## src/hdl/tcc_pkg.sv

```systemverilog
`timescale 1ns / 1ps
`default_nettype none

package tcc_pkg;

  // grid geometry
  localparam int COLUMNS     = 80;
  localparam int ROWS        = 25;
  localparam int SCROLL_ROWS = 24;
  localparam int SCROLL_H    = (SCROLL_ROWS < ROWS) ? SCROLL_ROWS : ROWS;
  localparam int CELLS       = ROWS * COLUMNS;

  // field widths
  localparam int OP_W   = 3;
  localparam int CHAR_W = 8;
  localparam int ROW_W  = 5;
  localparam int COL_W  = 7;
  localparam int POS_W  = 11;
  localparam int CELL_W = 2 * CHAR_W;

  // widened row/column for cursor arithmetic and range checks
  localparam int ROWX_W = 7;
  localparam int COLX_W = 8;
  localparam int PROD_W = ROW_W + COL_W + 1;
  localparam int ADDR_W = $clog2(CELLS);

  localparam logic [ROWX_W-1:0] ROWS_X     = ROWX_W'(ROWS);
  localparam logic [ROWX_W-1:0] SCROLL_H_X = ROWX_W'(SCROLL_H);
  localparam logic [COLX_W-1:0] COLS_X     = COLX_W'(COLUMNS);
  localparam logic [ROW_W-1:0]  ROW_LAST   = ROW_W'(ROWS - 1);
  localparam logic [ROW_W-1:0]  SCROLL_TOP = ROW_W'(SCROLL_H - 1);
  localparam logic [COL_W-1:0]  COL_LAST   = COL_W'(COLUMNS - 1);

  localparam logic [ADDR_W-1:0] A_COLS        = ADDR_W'(COLUMNS);
  localparam logic [ADDR_W-1:0] A_LAST_CELL   = ADDR_W'(CELLS - 1);
  localparam logic [ADDR_W-1:0] A_MOVED       = ADDR_W'((SCROLL_H - 1) * COLUMNS);
  localparam logic [ADDR_W-1:0] A_LAST_SCROLL = ADDR_W'(SCROLL_H * COLUMNS - 1);

  // operation codes
  localparam logic [OP_W-1:0] OP_PUT    = 3'd0;
  localparam logic [OP_W-1:0] OP_WRITE  = 3'd1;
  localparam logic [OP_W-1:0] OP_CURSOR = 3'd2;
  localparam logic [OP_W-1:0] OP_CLEAR  = 3'd3;
  localparam logic [OP_W-1:0] OP_READ   = 3'd4;

  // character codes
  localparam logic [CHAR_W-1:0] CH_BS    = 8'd8;
  localparam logic [CHAR_W-1:0] CH_TAB   = 8'd9;
  localparam logic [CHAR_W-1:0] CH_LF    = 8'd10;
  localparam logic [CHAR_W-1:0] CH_CR    = 8'd13;
  localparam logic [CHAR_W-1:0] CH_SPACE = 8'h20;

  localparam logic [COLX_W-1:0] TAB_STEP = COLX_W'(4);
  localparam logic [COLX_W-1:0] TAB_MASK = ~COLX_W'(3);

  typedef struct packed {
    logic [OP_W-1:0]   operation;
    logic [CHAR_W-1:0] char_code;
    logic [CHAR_W-1:0] color;
    logic [ROW_W-1:0]  row;
    logic [COL_W-1:0]  col;
  } tcc_in_t;

  typedef struct packed {
    logic [ROW_W-1:0]  caret_row;
    logic [COL_W-1:0]  caret_col;
    logic [POS_W-1:0]  cursor_position;
    logic [CHAR_W-1:0] cell_char;
    logic [CHAR_W-1:0] cell_color;
    logic              scrolled;
  } tcc_out_t;

  // result of one item as the sequencer finishes it
  typedef struct packed {
    logic [ROW_W-1:0]  caret_row;
    logic [COL_W-1:0]  caret_col;
    logic [CHAR_W-1:0] cell_char;
    logic [CHAR_W-1:0] cell_color;
    logic              scrolled;
  } tcc_res_t;

  // cell store access for one cycle
  typedef struct packed {
    logic              we;
    logic [ADDR_W-1:0] waddr;
    logic [CELL_W-1:0] wdata;
    logic              re;
    logic [ADDR_W-1:0] raddr;
  } tcc_ram_req_t;

  typedef enum logic [2:0] {
    ST_INIT,
    ST_IDLE,
    ST_READ,
    ST_CLEAR,
    ST_SCROLL,
    ST_BLANK
  } tcc_state_t;

  function automatic logic [PROD_W-1:0] lin_pos(input logic [ROW_W-1:0] r,
                                                input logic [COL_W-1:0] c);
    lin_pos = PROD_W'(r) * PROD_W'(COLUMNS) + PROD_W'(c);
  endfunction

  function automatic logic [ADDR_W-1:0] cell_addr(input logic [ROW_W-1:0] r,
                                                  input logic [COL_W-1:0] c);
    logic [PROD_W-1:0] p;
    p = lin_pos(r, c);
    cell_addr = p[ADDR_W-1:0];
  endfunction

  function automatic logic [POS_W-1:0] cursor_pos(input logic [ROW_W-1:0] r,
                                                  input logic [COL_W-1:0] c);
    logic [PROD_W-1:0] p;
    p = lin_pos(r, c);
    cursor_pos = p[POS_W-1:0];
  endfunction

  function automatic logic [CELL_W-1:0] make_cell(input logic [CHAR_W-1:0] ch,
                                                  input logic [CHAR_W-1:0] color);
    make_cell = {color, ch};
  endfunction

endpackage

`default_nettype wire

```

## src/hdl/tcc_seq.sv

```systemverilog
`timescale 1ns / 1ps
`default_nettype none

module tcc_seq
  import tcc_pkg::*;
(
  input  wire logic              clk,
  input  wire logic              rst_n,
  input  wire logic              start,
  input  wire tcc_in_t           in_item,
  output logic                   busy,
  output tcc_ram_req_t           ram_req,
  input  wire logic [CELL_W-1:0] ram_rdata,
  output logic                   done,
  output tcc_res_t               res
);

  tcc_state_t        state_r, state_nxt;
  logic [ADDR_W-1:0] cnt_r, cnt_nxt;
  logic              pend_r, pend_nxt;
  logic [ADDR_W-1:0] waddr_r, waddr_nxt;
  logic [CHAR_W-1:0] color_r, color_nxt;
  logic [ROW_W-1:0]  cur_row_r, cur_row_nxt;
  logic [COL_W-1:0]  cur_col_r, cur_col_nxt;

  always_ff @(posedge clk) begin
    if (!rst_n) begin
      state_r   <= ST_INIT;
      cnt_r     <= '0;
      pend_r    <= 1'b0;
      waddr_r   <= '0;
      color_r   <= '0;
      cur_row_r <= '0;
      cur_col_r <= '0;
    end else begin
      state_r   <= state_nxt;
      cnt_r     <= cnt_nxt;
      pend_r    <= pend_nxt;
      waddr_r   <= waddr_nxt;
      color_r   <= color_nxt;
      cur_row_r <= cur_row_nxt;
      cur_col_r <= cur_col_nxt;
    end
  end

  assign busy = (state_r != ST_IDLE);

  always_comb begin
    logic [ROWX_W-1:0] r_x;
    logic [COLX_W-1:0] c_x;
    logic [ROW_W-1:0]  bs_row;
    logic [COL_W-1:0]  bs_col;

    state_nxt   = state_r;
    cnt_nxt     = cnt_r;
    pend_nxt    = 1'b0;
    waddr_nxt   = waddr_r;
    color_nxt   = color_r;
    cur_row_nxt = cur_row_r;
    cur_col_nxt = cur_col_r;
    ram_req     = '0;
    done        = 1'b0;
    res         = '0;
    r_x         = {2'b00, cur_row_r};
    c_x         = {1'b0, cur_col_r};
    bs_row      = cur_row_r;
    bs_col      = cur_col_r;

    unique case (state_r)
      ST_INIT, ST_CLEAR: begin
        ram_req.we    = 1'b1;
        ram_req.waddr = cnt_r;
        ram_req.wdata = make_cell(CH_SPACE, color_r);
        if (cnt_r == A_LAST_CELL) begin
          state_nxt = ST_IDLE;
          done      = (state_r == ST_CLEAR);
        end else begin
          cnt_nxt = cnt_r + 1'b1;
        end
      end

      ST_IDLE: begin
        if (start) begin
          color_nxt = in_item.color;
          unique case (in_item.operation)
            OP_PUT: begin
              if (in_item.char_code == CH_BS) begin
                if (cur_col_r != '0) begin
                  bs_col = cur_col_r - 1'b1;
                end else if (cur_row_r != '0) begin
                  bs_row = cur_row_r - 1'b1;
                  bs_col = COL_LAST;
                end
                cur_row_nxt   = bs_row;
                cur_col_nxt   = bs_col;
                ram_req.we    = 1'b1;
                ram_req.waddr = cell_addr(bs_row, bs_col);
                ram_req.wdata = make_cell(CH_SPACE, in_item.color);
                done          = 1'b1;
              end else begin
                if (in_item.char_code == CH_LF) begin
                  c_x = '0;
                  r_x = r_x + 1'b1;
                end else if (in_item.char_code == CH_CR) begin
                  c_x = '0;
                end else if (in_item.char_code == CH_TAB) begin
                  c_x = (c_x + TAB_STEP) & TAB_MASK;
                end else begin
                  ram_req.we    = 1'b1;
                  ram_req.waddr = cell_addr(cur_row_r, cur_col_r);
                  ram_req.wdata = make_cell(in_item.char_code, in_item.color);
                  c_x           = c_x + 1'b1;
                end
                if (c_x >= COLS_X) begin
                  c_x = '0;
                  r_x = r_x + 1'b1;
                end
                cur_col_nxt = c_x[COL_W-1:0];
                if (r_x >= SCROLL_H_X) begin
                  // cursor parks on the last scroll row, then the copy runs
                  cur_row_nxt = SCROLL_TOP;
                  cnt_nxt     = '0;
                  state_nxt   = ST_SCROLL;
                end else begin
                  cur_row_nxt = r_x[ROW_W-1:0];
                  done        = 1'b1;
                end
              end
            end

            OP_WRITE: begin
              if ({2'b00, in_item.row} < ROWS_X && {1'b0, in_item.col} < COLS_X) begin
                ram_req.we    = 1'b1;
                ram_req.waddr = cell_addr(in_item.row, in_item.col);
                ram_req.wdata = make_cell(in_item.char_code, in_item.color);
              end
              done = 1'b1;
            end

            OP_CURSOR: begin
              cur_row_nxt = ({2'b00, in_item.row} < ROWS_X) ? in_item.row : ROW_LAST;
              cur_col_nxt = ({1'b0, in_item.col} < COLS_X) ? in_item.col : COL_LAST;
              done        = 1'b1;
            end

            OP_CLEAR: begin
              cur_row_nxt = '0;
              cur_col_nxt = '0;
              cnt_nxt     = '0;
              state_nxt   = ST_CLEAR;
            end

            OP_READ: begin
              if ({2'b00, in_item.row} < ROWS_X && {1'b0, in_item.col} < COLS_X) begin
                ram_req.re    = 1'b1;
                ram_req.raddr = cell_addr(in_item.row, in_item.col);
                state_nxt     = ST_READ;
              end else begin
                done = 1'b1;
              end
            end

            default: begin
              done = 1'b1;
            end
          endcase
        end
      end

      ST_READ: begin
        res.cell_char  = ram_rdata[CHAR_W-1:0];
        res.cell_color = ram_rdata[CELL_W-1:CHAR_W];
        done           = 1'b1;
        state_nxt      = ST_IDLE;
      end

      ST_SCROLL: begin
        // read one row below, write it back in the following cycle
        if (pend_r) begin
          ram_req.we    = 1'b1;
          ram_req.waddr = waddr_r;
          ram_req.wdata = ram_rdata;
        end
        if (cnt_r == A_MOVED) begin
          state_nxt = ST_BLANK;
        end else begin
          ram_req.re    = 1'b1;
          ram_req.raddr = cnt_r + A_COLS;
          pend_nxt      = 1'b1;
          waddr_nxt     = cnt_r;
          cnt_nxt       = cnt_r + 1'b1;
        end
      end

      ST_BLANK: begin
        ram_req.we    = 1'b1;
        ram_req.waddr = cnt_r;
        ram_req.wdata = make_cell(CH_SPACE, color_r);
        if (cnt_r == A_LAST_SCROLL) begin
          res.scrolled = 1'b1;
          done         = 1'b1;
          state_nxt    = ST_IDLE;
        end else begin
          cnt_nxt = cnt_r + 1'b1;
        end
      end

      default: begin
        state_nxt = ST_IDLE;
      end
    endcase

    res.caret_row = cur_row_nxt;
    res.caret_col = cur_col_nxt;
  end

endmodule

`default_nettype wire

```

## config.mk

```make
export PLATFORM = sky130hd
export DESIGN_NAME = tcc_seq
export DESIGN_NICKNAME = d
export VERILOG_FILES = /design/src/hdl/tcc_pkg.sv /design/src/hdl/tcc_seq.sv
export SDC_FILE = /design/constraint.sdc
export NUM_CORES = 1
export LEC_CHECK = 0
export BUFFER_PORTS_ARGS = -buffer_cell sky130_fd_sc_hd__buf_4
export CAP_MARGIN = 20
export CELL_PAD_IN_SITES_DETAIL_PLACEMENT = 0
export CELL_PAD_IN_SITES_GLOBAL_PLACEMENT = 1
export CORE_MARGIN = 2
export CORE_UTILIZATION = 31
export DETAILED_ROUTE_END_ITERATION = 8
export PLACE_DENSITY = 0.77
export RECOVER_POWER = 100
export SYNTH_ARGS = -nofsm -noshare
export SYNTH_HDL_FRONTEND = slang
export SYNTH_SLANG_ARGS = --single-unit
```

## constraint.sdc

```tcl
create_clock -name clk -period 12 [get_ports clk]
set_clock_uncertainty 0.2 [all_clocks]
set_input_delay 1.2 -clock clk [delete_from_list [all_inputs] [get_ports clk]]
set_output_delay 1.2 -clock clk [all_outputs]
set_load 0.01 [all_outputs]
```

==> Yosys cells after proc, flatten, opt, wreduce, memory -nomap -nowiden <==
Cells that the tools add are included.
{ "totals": {"ramBits": 0, "reg_bits": 46, "elab_cells": 150, "latch_bits": 0, "n_memories": 0, "mem_bits_ro": 0} }
{ "op_classes": {"bitwise_logic": 1, "n_div": 0, "n_lt_le_gt_ge": 4, "shifts": 0, "n_addsub": 11, "mux": 82, "n_reduce_logical": 13, "eq_ne": 29, "n_mul": 3} }
{ "ops": {"columns": ["op", "count"], "rows": [
  ["28-bit 2-to-1 mux", 6],
  ["7-bit 2-to-1 mux", 20],
  ["28-bit case mux with 3 select lines", 1],
  ["11-bit 2-to-1 mux", 6],
  ["8-bit 2-to-1 mux", 7],
  ["28-bit case mux with 2 select lines", 1],
  ["5-bit 2-to-1 mux", 11],
  ["11-bit case mux with 4 select lines", 1],
  ["40-bit 2-to-1 mux", 1],
  ["12-bit 2-to-1 mux", 3],
  ["11-bit by 7-bit adder with 11-bit output", 3],
  ["11-bit equality test, second input constant", 3],
  ["8-bit by 4-bit equality test with 1-bit output, second input constant", 4],
  ["12-bit case mux with 2 select lines", 1],
  ["11-bit case mux with 2 select lines", 1],
  ["5-bit by 3-bit multiplier with 7-bit output, second input constant", 3],
  ["3-bit 2-to-1 mux", 7],
  ["7-bit case mux with 3 select lines", 1],
  ["16-bit 2-to-1 mux", 1],
  ["8-bit AND reduction", 2],
  ["5-bit case mux with 3 select lines", 1],
  ["2-bit inequality test, second input constant", 7],
  ["3-bit by 2-bit equality test with 1-bit output, second input constant", 4],
  ["3-bit case mux with 4 select lines", 1],
  ["other kinds (31)", 47]
]} }

==> Depth between registers and ports, before layout <==
{ "depth": {"ltp_word": 20, "mapped_depth": 21, "ltp_nobuf": 19} }

==> Worst setup path after synthesis <==
OpenSTA, ideal clock, no wires.
{ "synth_timing": {"kind": "reg-to-output", "startpoint": "register cur_row_r[0]", "endpoint": "output port ram_req[38] (netlist bit)", "stages_incl_launch_ff": 22, "setup_slack_ns": 6.319, "arrival_ns": 4.281, "path_cell_list": "dfxtp_1 > clkbuf_1 > inv_1 > ha_1 > inv_1 > or3_1 > o21bai_1 > clkbuf_1 > nand2_1 > o21ai_0 > ha_1 > ha_1 > inv_1 > fa_1 > nand2b_1 > or4_1 > a21oi_1 > a221oi_1 > xor2_1 > o21ai_0 > a21oi_1 > o21ai_0"} }
{ "synth_lines": {"columns": ["item", "line_no", "source"], "rows": [
  ["start, declared", "tcc_seq.sv:23", "logic [ROW_W-1:0] cur_row_r, cur_row_nxt;"],
  ["start signal, assigned", "tcc_seq.sv:41", "cur_row_r <= cur_row_nxt;"],
  ["end, declared", "tcc_seq.sv:12", "output tcc_ram_req_t ram_req,"]
]} }

==> summary.txt <==
Clock network
  • Sink Count: 46
  • Post-cts sizing count: 0
  • Longest Clk Path Bufs: 2
  • Hold-fix buffers, CTS: 0
  • Num CTS Buffers: 5
  • Post-CTS Setup Repair Bufs: 0
  • Clock Tree Root: clkbuf_16
  • CTS tree: done
  • H-Tree Depth: 2
  • Clock slew at reported path FFs: 70 ps
  • Clk Latency, worst-skew pair: 310 ps

Cells and area
  • Area growth from synthesis to layout: 18.5%
  • Reg area: 921 µm²
  • Area of the multi-input gates: 4130 µm²
  • Fillcell total: 1908
  • Cell Count, Final, Fillers Out: 1072
  • Final instance area: 6410 µm²
  • Proportion of layout cells with a drive suffix above 1: 0.110
  • Antenna diodes: 0
  • Final net count: 942

Job
  • Max-Cap Viols: 0

Min path
  • Hold depth: 2
  • Hold Path Class: register to register

Synthesis
  • Seq/Total Area, Yosys: 0.170
  • Post-synth top area cell: dfxtp_1
  • Syn_nets: 847
  • Post-synth top area share: 0.170
  • Main flop type after synthesis: dfxtp_1
  • Post-synth ARST share: 0
  • Netlist cell types: 77
  • Synth Instances: 751
  • Synth Register Bits: 46
  • Synthesized area per cell: 7.21 µm²
  • Top post-synthesis cells by area: dfxtp_1 17%, ha_1 9.2%, nand2_1 6.9%
  • EDFF count, synth: 0
  • Mapped Area: 5410 µm²
  • Ys Warns: 0

Power and ir drop
  • Internal power: 278 µW
  • Comb pwr share: 0.159
  • Leakage: 0.00250 µW
  • Design Power: 387 µW
  • Reg power frac: 0.401
  • Switching Share: 0.282
  • Clock power frac: 0.440
  • Switching power: 109 µW
  • Power Density: 60.4 nW/µm²
  • Peak VDD IR: 0.0459 mV

Critical path
  • Critical path buffer and inverter count: 3
  • Arr. time, crit path: 5490 ps
  • Top delay family on crit path: compound AO/OA/AOI/OAI gates
  • Number of cells on the critical path: 18
  • Critical path class: register to output port
  • Startpoint Class: register
  • Crit-path max FO: 13
  • CP Cell Sequence: inv_1, ha_1, nand4b_1, o21bai_1, o21ai_0, ha_1, ha_1, inv_1, fa_1, nand2b_1, or4_1, a21oi_1, a221oi_1, xor2_1, o21ai_0, a21oi_1, o21ai_0, clkbuf_1
  • Cells on worst reg2reg path: 10
  • Worst Setup End Kind: output port
  • CP required: 10600 ps
  • CP max stage delay: 650 ps
  • CP max-delay cell: o21ai_0

Route
  • First drt pass iteration count: 5
  • Post-route ant nets: 0
  • Post-DR wirelength/cell: 19.2 µm
  • Routed vias: 6205
  • DRT Wirelength: 20.6 mm
  • Via-to-Cell Ratio: 5.79
  • DR DRC count: 0
  • DR iter-0 viols: 567

Placement
  • Hpwl dp: 16.0 mm
  • Placed instance area: 6510 µm²
  • Gpl congestion: 0.912
  • Placed cells: 1063
  • IO Port Bufs: 120

Global routing
  • Met2 Track Usage GR: 0.332
  • Largest net degree at the start of global routing: 29
  • Grt peak-use layer: met2
  • Number of global-route vias before repair: 5643
  • Initial antenna violation count: 0
  • GRT met3 Usage: 0.0362
  • Met1 Use GR: 0.308
  • Tot GR Track Use: 0.217
  • GRT overflow: 0
  • First-pass GRT wire length: 31.3 mm

Timing
  • Unrepaired setup endpoints after global routing: false
  • Tcrit/Tclk final: 0.574
  • Max Transition Viols Final: 0
  • Setup TNS: 0 ps
  • Count of final setup violators: 0
  • Tmin final: 6890 ps
  • Worst-Margin Slew: 1440 ps
  • F_max: 0.145 GHz
  • Final hold violations: 0
  • Relative slew slack: 0.0346

Floorplanning
  • Die height: 136 µm
  • Die width: 136 µm
  • Initial core utilization: 0.315
  • Core footprint: 17200 µm²
  • FP Rows: 48
  • Die ar.: 18500 µm²
  • Num ports: 121

Run status
  • Status: finished, final reports clean
[final timing paths]
kind / start / slack, ps / to
min: waddr_r[6] / 260 / waddr_r[6]
max: cur_col_r[3] / 5110 / ram_req[38]
min reg2reg: waddr_r[6] / 260 / waddr_r[6]
max reg2reg: cur_row_r[0] / 7300 / cnt_r[9]
[cell usage in the layout (no fill, tap or decap), types with 8 or more instances in the layout]
| cell type | count |
|---|---|
| inv_1 | 36 |
| nor2_1 | 38 |
| dfxtp_1 | 46 |
| and3_1 | 8 |
| xor2_1 | 16 |
| and2_1 | 14 |
| ha_1 | 40 |
| a21oi_1 | 71 |
| o31ai_1 | 9 |
| a22o_1 | 9 |
| nand2_1 | 99 |
| clkbuf_1 | 62 |
| nor2b_1 | 9 |
| nand4_1 | 14 |
| a31oi_1 | 8 |
| o21ai_0 | 56 |
| a21o_1 | 9 |
| and2_0 | 19 |
| nor3_1 | 14 |
| xnor2_1 | 22 |
| buf_4 | 70 |
| nand3_1 | 23 |
| a22oi_1 | 22 |
[layout make-up]
| class | count | share of cell area |
|---|---|---|
| inverters | 36 | 0.0211 |
| repair buffers | 132 | 0.122 |
| flip-flops and latches | 46 | 0.144 |
| multi-input cells | 625 | 0.644 |
| clock inverters | 2 | 0.00585 |
| well taps | 225 | 0.0439 |
| clock buffers | 6 | 0.0201 |
[kinds of logic (layout without fill, tap and decap cells)]
logic type	Yosys count	count (layout)	share of synthesized area
multiplexers	9	9	0.0173
flip-flops	46	46	0.170
XOR/XNOR	38	38	0.0615
adder cells (fa/ha/maj)	46	46	0.115
AO/OA/AOI/OAI	251	251	0.312
AND/OR/NAND/NOR	281	281	0.268
buffers and inverters	80	176	0.0555
[worst reg2reg max path, stage by stage (launching register included)]
cell,delay (ps)
dfxtp_1,610
inv_1,170
ha_1,370
mux2_2,180
ha_1,180
o31ai_1,120
or3_2,480
a211oi_1,860
o31ai_1,550
a2111oi_0,680
mux2i_1,240
[routing by layer]
layer,share of wire,vias to the layer above
li1,-,2955
met1,0.47,2941
met2,0.43,271
met3,0.078,38
met4,0.024,0
met5,0,-
[flip-flops by register name (all words and copies together), names as in the netlist]
| register | count |
|---|---|
| color_r | 8 |
| pend_r | 1 |
| cur_col_r | 7 |
| waddr_r | 11 |
| cur_row_r | 5 |
| cnt_r | 11 |
| state_r | 3 |
[metrics by stage]
| step | setup WS (ps) | hold slack (ps) | utilization |
|---|---|---|---|
| floorplan | 6320 | 236 | - |
| global placement | 5740 | 242 | 0.379 |
| detailed placement | 5520 | 247 | 0.379 |
| CTS | 5180 | 258 | 0.389 |
| global route | 4580 | 276 | 0.373 |
| finish | 5110 | 257 | 0.373 |
[Yosys cell counts, drive strengths merged, types with 10 or more instances]
| library cell | instances |
|---|---|
| and2 | 33 |
| a22oi | 22 |
| clkbuf | 43 |
| nor3 | 15 |
| ha | 40 |
| nor2 | 38 |
| a21o | 10 |
| xnor2 | 22 |
| nand2 | 99 |
| dfxtp | 46 |
| xor2 | 16 |
| o21ai | 58 |
| nand4 | 14 |
| inv | 36 |
| nand3 | 23 |
| a21oi | 73 |
[power groups by stage]
stage | Clock, µW | Sequential (µW) | Combinational (µW)
after floorplan | 0 | 158 | 31.6
after global placement | 0 | 159 | 61.7
after detailed placement | 0 | 159 | 62.0
after CTS | 174 | 155 | 62.4
after global routing | 179 | 155 | 67.5
final | 170 | 155 | 61.5
No activity file was read; power rests on OpenSTA's default activity.
